### src/rtl/mie_pkg.sv
// ----------------------------------------------------------------------------
// mie_pkg: shared types for the modular inverse block
// Command and status bundles between the controller and the datapath.
// ----------------------------------------------------------------------------
package mie_pkg;

  // Commands from the controller to the datapath
  typedef struct packed {
    logic load;     // take a new operand pair
    logic grow;     // double the shifted divisor
    logic shrink;   // trial subtract, then halve or swap
    logic capture;  // write the result into the output register
  } mie_cmd_t;

  // Status from the datapath to the controller
  typedef struct packed {
    logic r1_zero;  // remainder sequence has ended
    logic grow_ok;  // doubled divisor still fits under the remainder
    logic k_zero;   // divisor is back at its unshifted value
  } mie_sts_t;

endpackage

### src/rtl/modular_inverse_ext_euclid_top.sv
// ----------------------------------------------------------------------------
// modular_inverse_ext_euclid_top: modular inverse by extended Euclid
// Returns the inverse of value modulo modulus, or zero with exists clear.
// ----------------------------------------------------------------------------
// Usage:
//   Input channel (in_valid_i / in_ready_o) carries value_i and modulus_i.
//   Output channel (out_valid_o / out_ready_i) carries inverse_value_o and
//   exists_o, one result per input item, in order.
//   Each Euclid division runs as a shift-and-subtract loop: a grow phase
//   doubles the divisor, then a shrink phase trial-subtracts it back down.
//   A value above the modulus adds one swap step.
//   One item is in flight at a time; in_ready_o rises when the result is
//   written into the output register.
//   A result waits in the output register while the receiver stalls; the
//   input side accepts and processes the next item meanwhile and holds its
//   result until the register is free.
//   Reset clears the sequencer and the output valid; no item is pending.
// ----------------------------------------------------------------------------
module modular_inverse_ext_euclid_top #(
  parameter int WIDTH = 31
) (
  input  logic             clk_i,
  input  logic             rst_ni,
  input  logic             in_valid_i,
  output logic             in_ready_o,
  input  logic [WIDTH-1:0] value_i,
  input  logic [WIDTH-1:0] modulus_i,
  output logic             out_valid_o,
  input  logic             out_ready_i,
  output logic [WIDTH-1:0] inverse_value_o,
  output logic             exists_o
);
  import mie_pkg::*;

  mie_cmd_t cmd;
  mie_sts_t sts;

  mie_ctrl u_ctrl (
    .clk_i      (clk_i),
    .rst_ni     (rst_ni),
    .in_valid_i (in_valid_i),
    .in_ready_o (in_ready_o),
    .out_valid_o(out_valid_o),
    .out_ready_i(out_ready_i),
    .sts_i      (sts),
    .cmd_o      (cmd)
  );

  mie_dp #(
    .WIDTH(WIDTH)
  ) u_dp (
    .clk_i          (clk_i),
    .rst_ni         (rst_ni),
    .cmd_i          (cmd),
    .sts_o          (sts),
    .value_i        (value_i),
    .modulus_i      (modulus_i),
    .inverse_value_o(inverse_value_o),
    .exists_o       (exists_o)
  );

`ifndef SYNTHESIS
  a_one_in_flight: assert property (@(posedge clk_i) disable iff (!rst_ni)
    (in_valid_i && in_ready_o) |=> !in_ready_o)
    else $error("second item taken while one is being worked on");
`endif

endmodule

### src/rtl/mie_ctrl.sv
// ----------------------------------------------------------------------------
// mie_ctrl: sequencer for the modular inverse block
// Steps the datapath through grow and shrink phases of each Euclid division
// and owns the input and output handshakes.
// ----------------------------------------------------------------------------
module mie_ctrl (
  input  logic              clk_i,
  input  logic              rst_ni,
  input  logic              in_valid_i,
  output logic              in_ready_o,
  output logic              out_valid_o,
  input  logic              out_ready_i,
  input  mie_pkg::mie_sts_t sts_i,
  output mie_pkg::mie_cmd_t cmd_o
);
  import mie_pkg::*;

  typedef enum logic [3:0] {
    S_IDLE   = 4'b0001,
    S_GROW   = 4'b0010,
    S_SHRINK = 4'b0100,
    S_FINISH = 4'b1000
  } state_e;

  state_e state_q, state_d;
  logic   out_valid_q, out_valid_d;

  // Next state and datapath commands
  always_comb begin
    state_d = state_q;
    cmd_o   = '0;
    unique case (state_q)
      S_IDLE: begin
        if (in_valid_i) begin
          cmd_o.load = 1'b1;
          state_d    = S_GROW;
        end
      end
      S_GROW: begin
        if (sts_i.r1_zero) begin
          state_d = S_FINISH;
        end else if (sts_i.grow_ok) begin
          cmd_o.grow = 1'b1;
        end else begin
          state_d = S_SHRINK;
        end
      end
      S_SHRINK: begin
        cmd_o.shrink = 1'b1;
        if (sts_i.k_zero) begin
          state_d = S_GROW;
        end
      end
      S_FINISH: begin
        if (!out_valid_q || out_ready_i) begin
          cmd_o.capture = 1'b1;
          state_d       = S_IDLE;
        end
      end
      default: state_d = S_IDLE;
    endcase
  end

  // Set on capture, drop on output transfer
  assign out_valid_d = cmd_o.capture | (out_valid_q & ~out_ready_i);

  always_ff @(posedge clk_i or negedge rst_ni) begin
    if (!rst_ni) begin
      state_q     <= S_IDLE;
      out_valid_q <= 1'b0;
    end else begin
      state_q     <= state_d;
      out_valid_q <= out_valid_d;
    end
  end

  assign in_ready_o  = (state_q == S_IDLE);
  assign out_valid_o = out_valid_q;

`ifndef SYNTHESIS
  a_load_starts_grow: assert property (@(posedge clk_i) disable iff (!rst_ni)
    (in_valid_i && in_ready_o) |=> (state_q == S_GROW))
    else $error("accepted item did not start the division loop");

  a_finish_holds: assert property (@(posedge clk_i) disable iff (!rst_ni)
    (state_q == S_FINISH && out_valid_q && !out_ready_i) |=>
      (state_q == S_FINISH && out_valid_q))
    else $error("result overwrote an untaken output");
`endif

endmodule

### src/rtl/mie_dp.sv
// ----------------------------------------------------------------------------
// mie_dp: datapath of the modular inverse block
// Remainder pair, Bezout coefficient pair, shifted divisor and coefficient,
// and the normalizing stage that writes the output register.
// ----------------------------------------------------------------------------
module mie_dp #(
  parameter int WIDTH = 31
) (
  input  logic              clk_i,
  input  logic              rst_ni,
  input  mie_pkg::mie_cmd_t cmd_i,
  output mie_pkg::mie_sts_t sts_o,
  input  logic [WIDTH-1:0]  value_i,
  input  logic [WIDTH-1:0]  modulus_i,
  output logic [WIDTH-1:0]  inverse_value_o,
  output logic              exists_o
);
  import mie_pkg::*;

  localparam int TW = WIDTH + 2;
  localparam int KW = (WIDTH > 2) ? $clog2(WIDTH) : 1;

  logic [WIDTH-1:0] m_q, r0_q, r0_d, r1_q, r1_d, d_q, d_d;
  logic [TW-1:0]    t0_q, t0_d, t1_q, t1_d, td_q, td_d;
  logic [KW-1:0]    k_q, k_d;
  logic             mzero_q;
  logic [WIDTH-1:0] inv_q;
  logic             exists_q;

  logic             sub_ok;
  logic [WIDTH-1:0] rem_new;
  logic [TW-1:0]    t_new;

  // Trial subtract of the shifted divisor
  assign sub_ok  = (d_q <= r0_q);
  assign rem_new = sub_ok ? (r0_q - d_q) : r0_q;
  assign t_new   = sub_ok ? (t0_q - td_q) : t0_q;

  // Status back to the controller
  assign sts_o.r1_zero = (r1_q == '0);
  assign sts_o.grow_ok = ({d_q, 1'b0} <= {1'b0, r0_q});
  assign sts_o.k_zero  = (k_q == '0);

  // Division step registers; hold everything when no command is issued
  always_comb begin
    r0_d = r0_q;
    r1_d = r1_q;
    d_d  = d_q;
    t0_d = t0_q;
    t1_d = t1_q;
    td_d = td_q;
    k_d  = k_q;
    if (cmd_i.load) begin
      r0_d = modulus_i;
      r1_d = value_i;
      d_d  = value_i;
      t0_d = '0;
      t1_d = TW'(1);
      td_d = TW'(1);
      k_d  = '0;
    end else if (cmd_i.grow) begin
      d_d  = {d_q[WIDTH-2:0], 1'b0};
      td_d = {td_q[TW-2:0], 1'b0};
      k_d  = k_q + KW'(1);
    end else if (cmd_i.shrink) begin
      if (k_q == '0) begin
        // quotient done: rotate the pairs
        r0_d = r1_q;
        r1_d = rem_new;
        d_d  = rem_new;
        t0_d = t1_q;
        t1_d = t_new;
        td_d = t_new;
      end else begin
        r0_d = rem_new;
        t0_d = t_new;
        d_d  = {1'b0, d_q[WIDTH-1:1]};
        td_d = {td_q[TW-1], td_q[TW-1:1]};
        k_d  = k_q - KW'(1);
      end
    end
  end

  // Normalize the coefficient into 0 .. modulus-1
  logic [TW-1:0]    m_ext, t_plus, t_minus;
  logic             t_neg, t_ge;
  logic [WIDTH-1:0] inv_d;
  logic             exists_d;

  assign m_ext    = {2'b00, m_q};
  assign t_neg    = t0_q[TW-1];
  assign t_plus   = t0_q + m_ext;
  assign t_minus  = t0_q - m_ext;
  assign t_ge     = !t_neg && (t0_q >= m_ext);
  assign exists_d = !mzero_q && (r0_q == WIDTH'(1));

  always_comb begin
    priority if (!exists_d || m_q == WIDTH'(1)) begin
      inv_d = '0;
    end else if (t_neg) begin
      inv_d = t_plus[WIDTH-1:0];
    end else if (t_ge) begin
      inv_d = t_minus[WIDTH-1:0];
    end else begin
      inv_d = t0_q[WIDTH-1:0];
    end
  end

  always_ff @(posedge clk_i) begin
    r0_q <= r0_d;
    r1_q <= r1_d;
    d_q  <= d_d;
    t0_q <= t0_d;
    t1_q <= t1_d;
    td_q <= td_d;
    if (cmd_i.load) begin
      m_q     <= modulus_i;
      mzero_q <= (modulus_i == '0);
    end
    if (cmd_i.capture) begin
      inv_q    <= inv_d;
      exists_q <= exists_d;
    end
  end

  always_ff @(posedge clk_i or negedge rst_ni) begin
    if (!rst_ni) begin
      k_q <= '0;
    end else begin
      k_q <= k_d;
    end
  end

  assign inverse_value_o = inv_q;
  assign exists_o        = exists_q;

`ifndef SYNTHESIS
  a_divisor_restored: assert property (@(posedge clk_i) disable iff (!rst_ni)
    (cmd_i.shrink && k_q == '0) |-> (d_q == r1_q))
    else $error("shifted divisor not back at the divisor on the last step");

  a_inverse_in_range: assert property (@(posedge clk_i) disable iff (!rst_ni)
    cmd_i.capture |=> (!exists_q || inv_q < m_q || m_q == '0))
    else $error("inverse not reduced below the modulus");
`endif

endmodule
### config.mk
export PLATFORM = sky130hd
export DESIGN_NAME = modular_inverse_ext_euclid_top
export DESIGN_NICKNAME = d
export VERILOG_FILES = /design/src/rtl/mie_pkg.sv /design/src/rtl/modular_inverse_ext_euclid_top.sv /design/src/rtl/mie_ctrl.sv /design/src/rtl/mie_dp.sv
export SDC_FILE = /design/constraint.sdc
export NUM_CORES = 1
export LEC_CHECK = 0
export ABC_AREA = 1
export BUFFER_PORTS_ARGS = -buffer_cell sky130_fd_sc_hd__buf_2
export CAP_MARGIN = 20
export CORE_AREA = 2 2 209 211
export CTS_BUF_LIST = sky130_fd_sc_hd__clkbuf_8
export DETAILED_ROUTE_END_ITERATION = 10
export DIE_AREA = 0 0 211 213
export PLACE_DENSITY_LB_ADDON = 0.12
export SLEW_MARGIN = 25
export SYNTH_ARGS = -nofsm -noshare
export SYNTH_HDL_FRONTEND = slang
export SYNTH_SLANG_ARGS = --single-unit
export TNS_END_PERCENT = 5
### constraint.sdc
create_clock -name clk_i -period 6.7 [get_ports clk_i]
set_input_delay 0.67 -clock clk_i [delete_from_list [all_inputs] [get_ports clk_i]]
set_output_delay 0.67 -clock clk_i [all_outputs]
set_load 0.02 [all_outputs]
==> flow_summary.yaml <==
outcome:
  status: "finished clean"
logic_synthesis:
  yosys_warnings: 0
  synth_nets: 3855
  postSynth.asyncResetShare_pct: 3.759
  seq_area_frac_synth_pct: 30.04
  synth_top_cell_area_share_pct: 20.38
  synth_area_um2: 23130
  synth_top_flop_cell: "edfxtp_1"
  synth.distinct_cells: 52
  synth_top_area_cell: "edfxtp_1"
  synth_seq_cells: 266
  synth-edff-count: 157
  yosys-top-cells-count: "nand2_1 (1130), inv_1 (585), a21oi_1 (299), nand3_1 (276), nor2_1 (261)"
  syn_inst: 3626
  synth.avg_cell_area_um2: 6.380
  yosysMostFrequentCell: "nand2_1"
  ys_top_cells_by_area: "edfxtp_1 (20%), nand2_1 (18%), inv_1 (9.5%), dfxtp_1 (8.6%), ha_1 (8.5%)"
critical_path:
  worst_path_largest_cell_delay_ns: 0.89
  worstPathMaxFanout: 61
  cp_slowest_cell: "clkinv_2"
  end_kind: "flop"
  crit_path_frequent_cell: "buf_4"
  path_cells: "nor3_1 -> and2_4 -> clkinv_2 -> nor2_2 -> buf_4 -> nor2_1 -> inv_2 -> buf_4"
  cp_data_required_time_ns: 6.99
  path_class: "flop to flop"
  crit_path_start_kind: "flop"
  cp.arrival_ns: 4.50
cells_and_area:
  fin_area_um2: 24970
  synthToLayoutAreaGrowth_pct: 7.940
  register_area_um2: 6948
  multi_input_area_um2: 13390
  diodes: 0
  n_fill_cell: 4247
  drive_gt1_share_pct: 6.485
  fin_nets: 3908
flow_run:
  cap_viol_max_count: 0
clock_tree:
  cts_root_buf: "clkbuf_8"
  clk_latency_ns: 0.67
  cts_tree: "built"
  cts.sinks: 266
  cts-htree-levels: 2
  max-clock-path-buffers: 3
  clk_pin_slew_ns: 0.06
  cts_buffers: 48
die:
  dieArea_um2: 44940
  die_x_um: 211
  die_h_um: 213
  core_area_um2: 42700
  start_util_pct: 54.18
  num_rows: 76
  ios: 100
global_route:
  grt_first_pass_wirelength_mm: 130.5
  top_usage_layer: "met2"
  track_usage_pct: 37.57
  overflow: 0
  use_met3_pct: 6.633
  grt_max_degree: 94
  grt_pass1_vias: 23530
  antenna_found_initial: 0
  met1_usage_pct: 44.78
  use_met2_pct: 62.67
timing:
  fmax_mhz: 237.5
  setup_tns_ns: 0
  worst_slew_pin_slew_ns: 1.005
  rsz0062_at_grt: "no"
  finalSetupViolCount: 0
  finalHoldViolCount: 0
  max_slew_margin_pct: 33.01
  fin_worst_skew_ns: 0.03515
  min_period_ns: 4.211
  post-route-period-util_pct: 62.84
  maxSlewViolCount: 0
drt:
  detail_route.wl_per_cell_um: 19.97
  drc_errors: 0
  wl_mm: 85.13
  ant_nets: 0
  dr.pass1.iters: 6
  vias: 24570
  first_iter_violations: 2470
  drt-vias-per-instance: 5.765
placed_design:
  place_hpwl_mm: 65.69
  gp_congestion: 1.116
  portBuffers: 99
  placed_cell_area_um2: 23910
hold_path:
  hp-class: "input pin to flop"
[worst max-delay path: cells and delay by family (launching register included)]
family                 cells  cell delay, ns
AND/OR/NAND/NOR            4            1.24
buffers and inverters      4            2.04
flip-flops                 1            0.43
[metrics by stage]
| stage | util (%) | std cells | setup slack [ns] | hold slack (ns) |
|---|---|---|---|---|
| 6_report | 58.48 | 4262 | 2.489 | 0.2187 |
| 2_1_floorplan | - | 3626 | 3.800 | 0.3744 |
| 3_3_place_gp | 56.00 | 4174 | 2.649 | 0.4426 |
| 4_1_cts | 58.47 | 4262 | 2.582 | 0.1773 |
| 3_5_place_dp | 56.01 | 4174 | 2.629 | 0.4433 |
| 5_1_grt | 58.48 | 4262 | 2.236 | 0.2025 |
[metal layers]
metal / vias up / part of all wire [%]
met4: 0 / 6.8
met3: 278 / 7.8
met5: - / 0
met1: 11380 / 40
li1: 11790 / -
met2: 1124 / 46
[repair_timing]
| item | in CTS | in global routing |
|---|---|---|
| buffers inserted | 0 | 0 |
| hold buffers | 1 | 0 |
| gates resized for setup | 0 | 0 |
| endpoints found under the hold margin | 9 | 0 |
[layout make-up]
| type | instances | area share (%) |
|---|---|---|
| Tap cell | 546 | 2.736 |
| Multi-Input combinational cell | 2648 | 53.62 |
| Timing Repair Buffer | 124 | 2.761 |
| Sequential cell | 266 | 27.83 |
| Inverter | 591 | 8.890 |
| Clock inverter | 33 | 1.193 |
| Clock buffer | 54 | 2.977 |
[worst paths after layout]
check                              startpoint            endpoint  slack [ns]  cells past startpoint
worst min register to register  u_dp.t1_q[31]       u_dp.t1_q[31]        0.46                      2
worst min-delay path            modulus_i[23]        u_dp.m_q[23]        0.22                      1
min in group asynchronous              rst_ni  u_ctrl.out_valid_o        0.40                      2
worst max register to register    u_dp.k_q[0]       u_dp.r1_q[25]        2.49                      8
max in group asynchronous              rst_ni   u_ctrl.state_q[0]        6.04                      2
worst max-delay path              u_dp.k_q[0]       u_dp.r1_q[25]        2.49                      8
[sequential cells by signal, indices dropped and copies added, names as in the netlist, 4 cells and up]
name and count:
u_ctrl.state_q 4, u_dp.d_q 31, u_dp.inverse_value_o 31, u_dp.k_q 5, u_dp.m_q 31, u_dp.r0_q 31, u_dp.r1_q 31, u_dp.t0_q 33
u_dp.t1_q 33, u_dp.td_q 33
[cells in the final DEF, fill, tap and decap left out, types with 5 or more instances in the layout]
cell type,n
dfxtp_1,99
nor3_1,28
dfrtp_1,9
nor2_1,260
o211ai_1,8
clkinv_2,9
nand3_2,12
nor4_1,25
nand3b_1,6
o21ai_0,242
ha_1,158
nand2_1,1129
inv_2,5
fa_1,5
clkbuf_8,54
a21oi_1,298
o21bai_1,17
a21o_1,7
edfxtp_1,157
buf_2,99
xor2_1,47
bufinv_16,5
buf_4,23
and2_1,7
o21ai_1,27
xnor2_1,8
nand2_2,8
inv_1,597
nand3_1,276
o21a_1,5
nand4_1,38
[logic make-up (layout without fill, tap and decap cells)]
family | after synthesis | in the layout | synth area share, %
AOI/OAI and AO/OA | 624 | 624 | 14.12
xor gates and xnor gates | 55 | 55 | 2.082
adders and majority gates | 163 | 163 | 8.979
buffers and inverters | 712 | 802 | 12.23
DFF | 266 | 266 | 30.04
and+or+nand+nor | 1806 | 1806 | 32.55
Power is left out: the tool's default activity adds up to more than one toggle a clock period on the data nets, which glitch-free logic cannot reach.
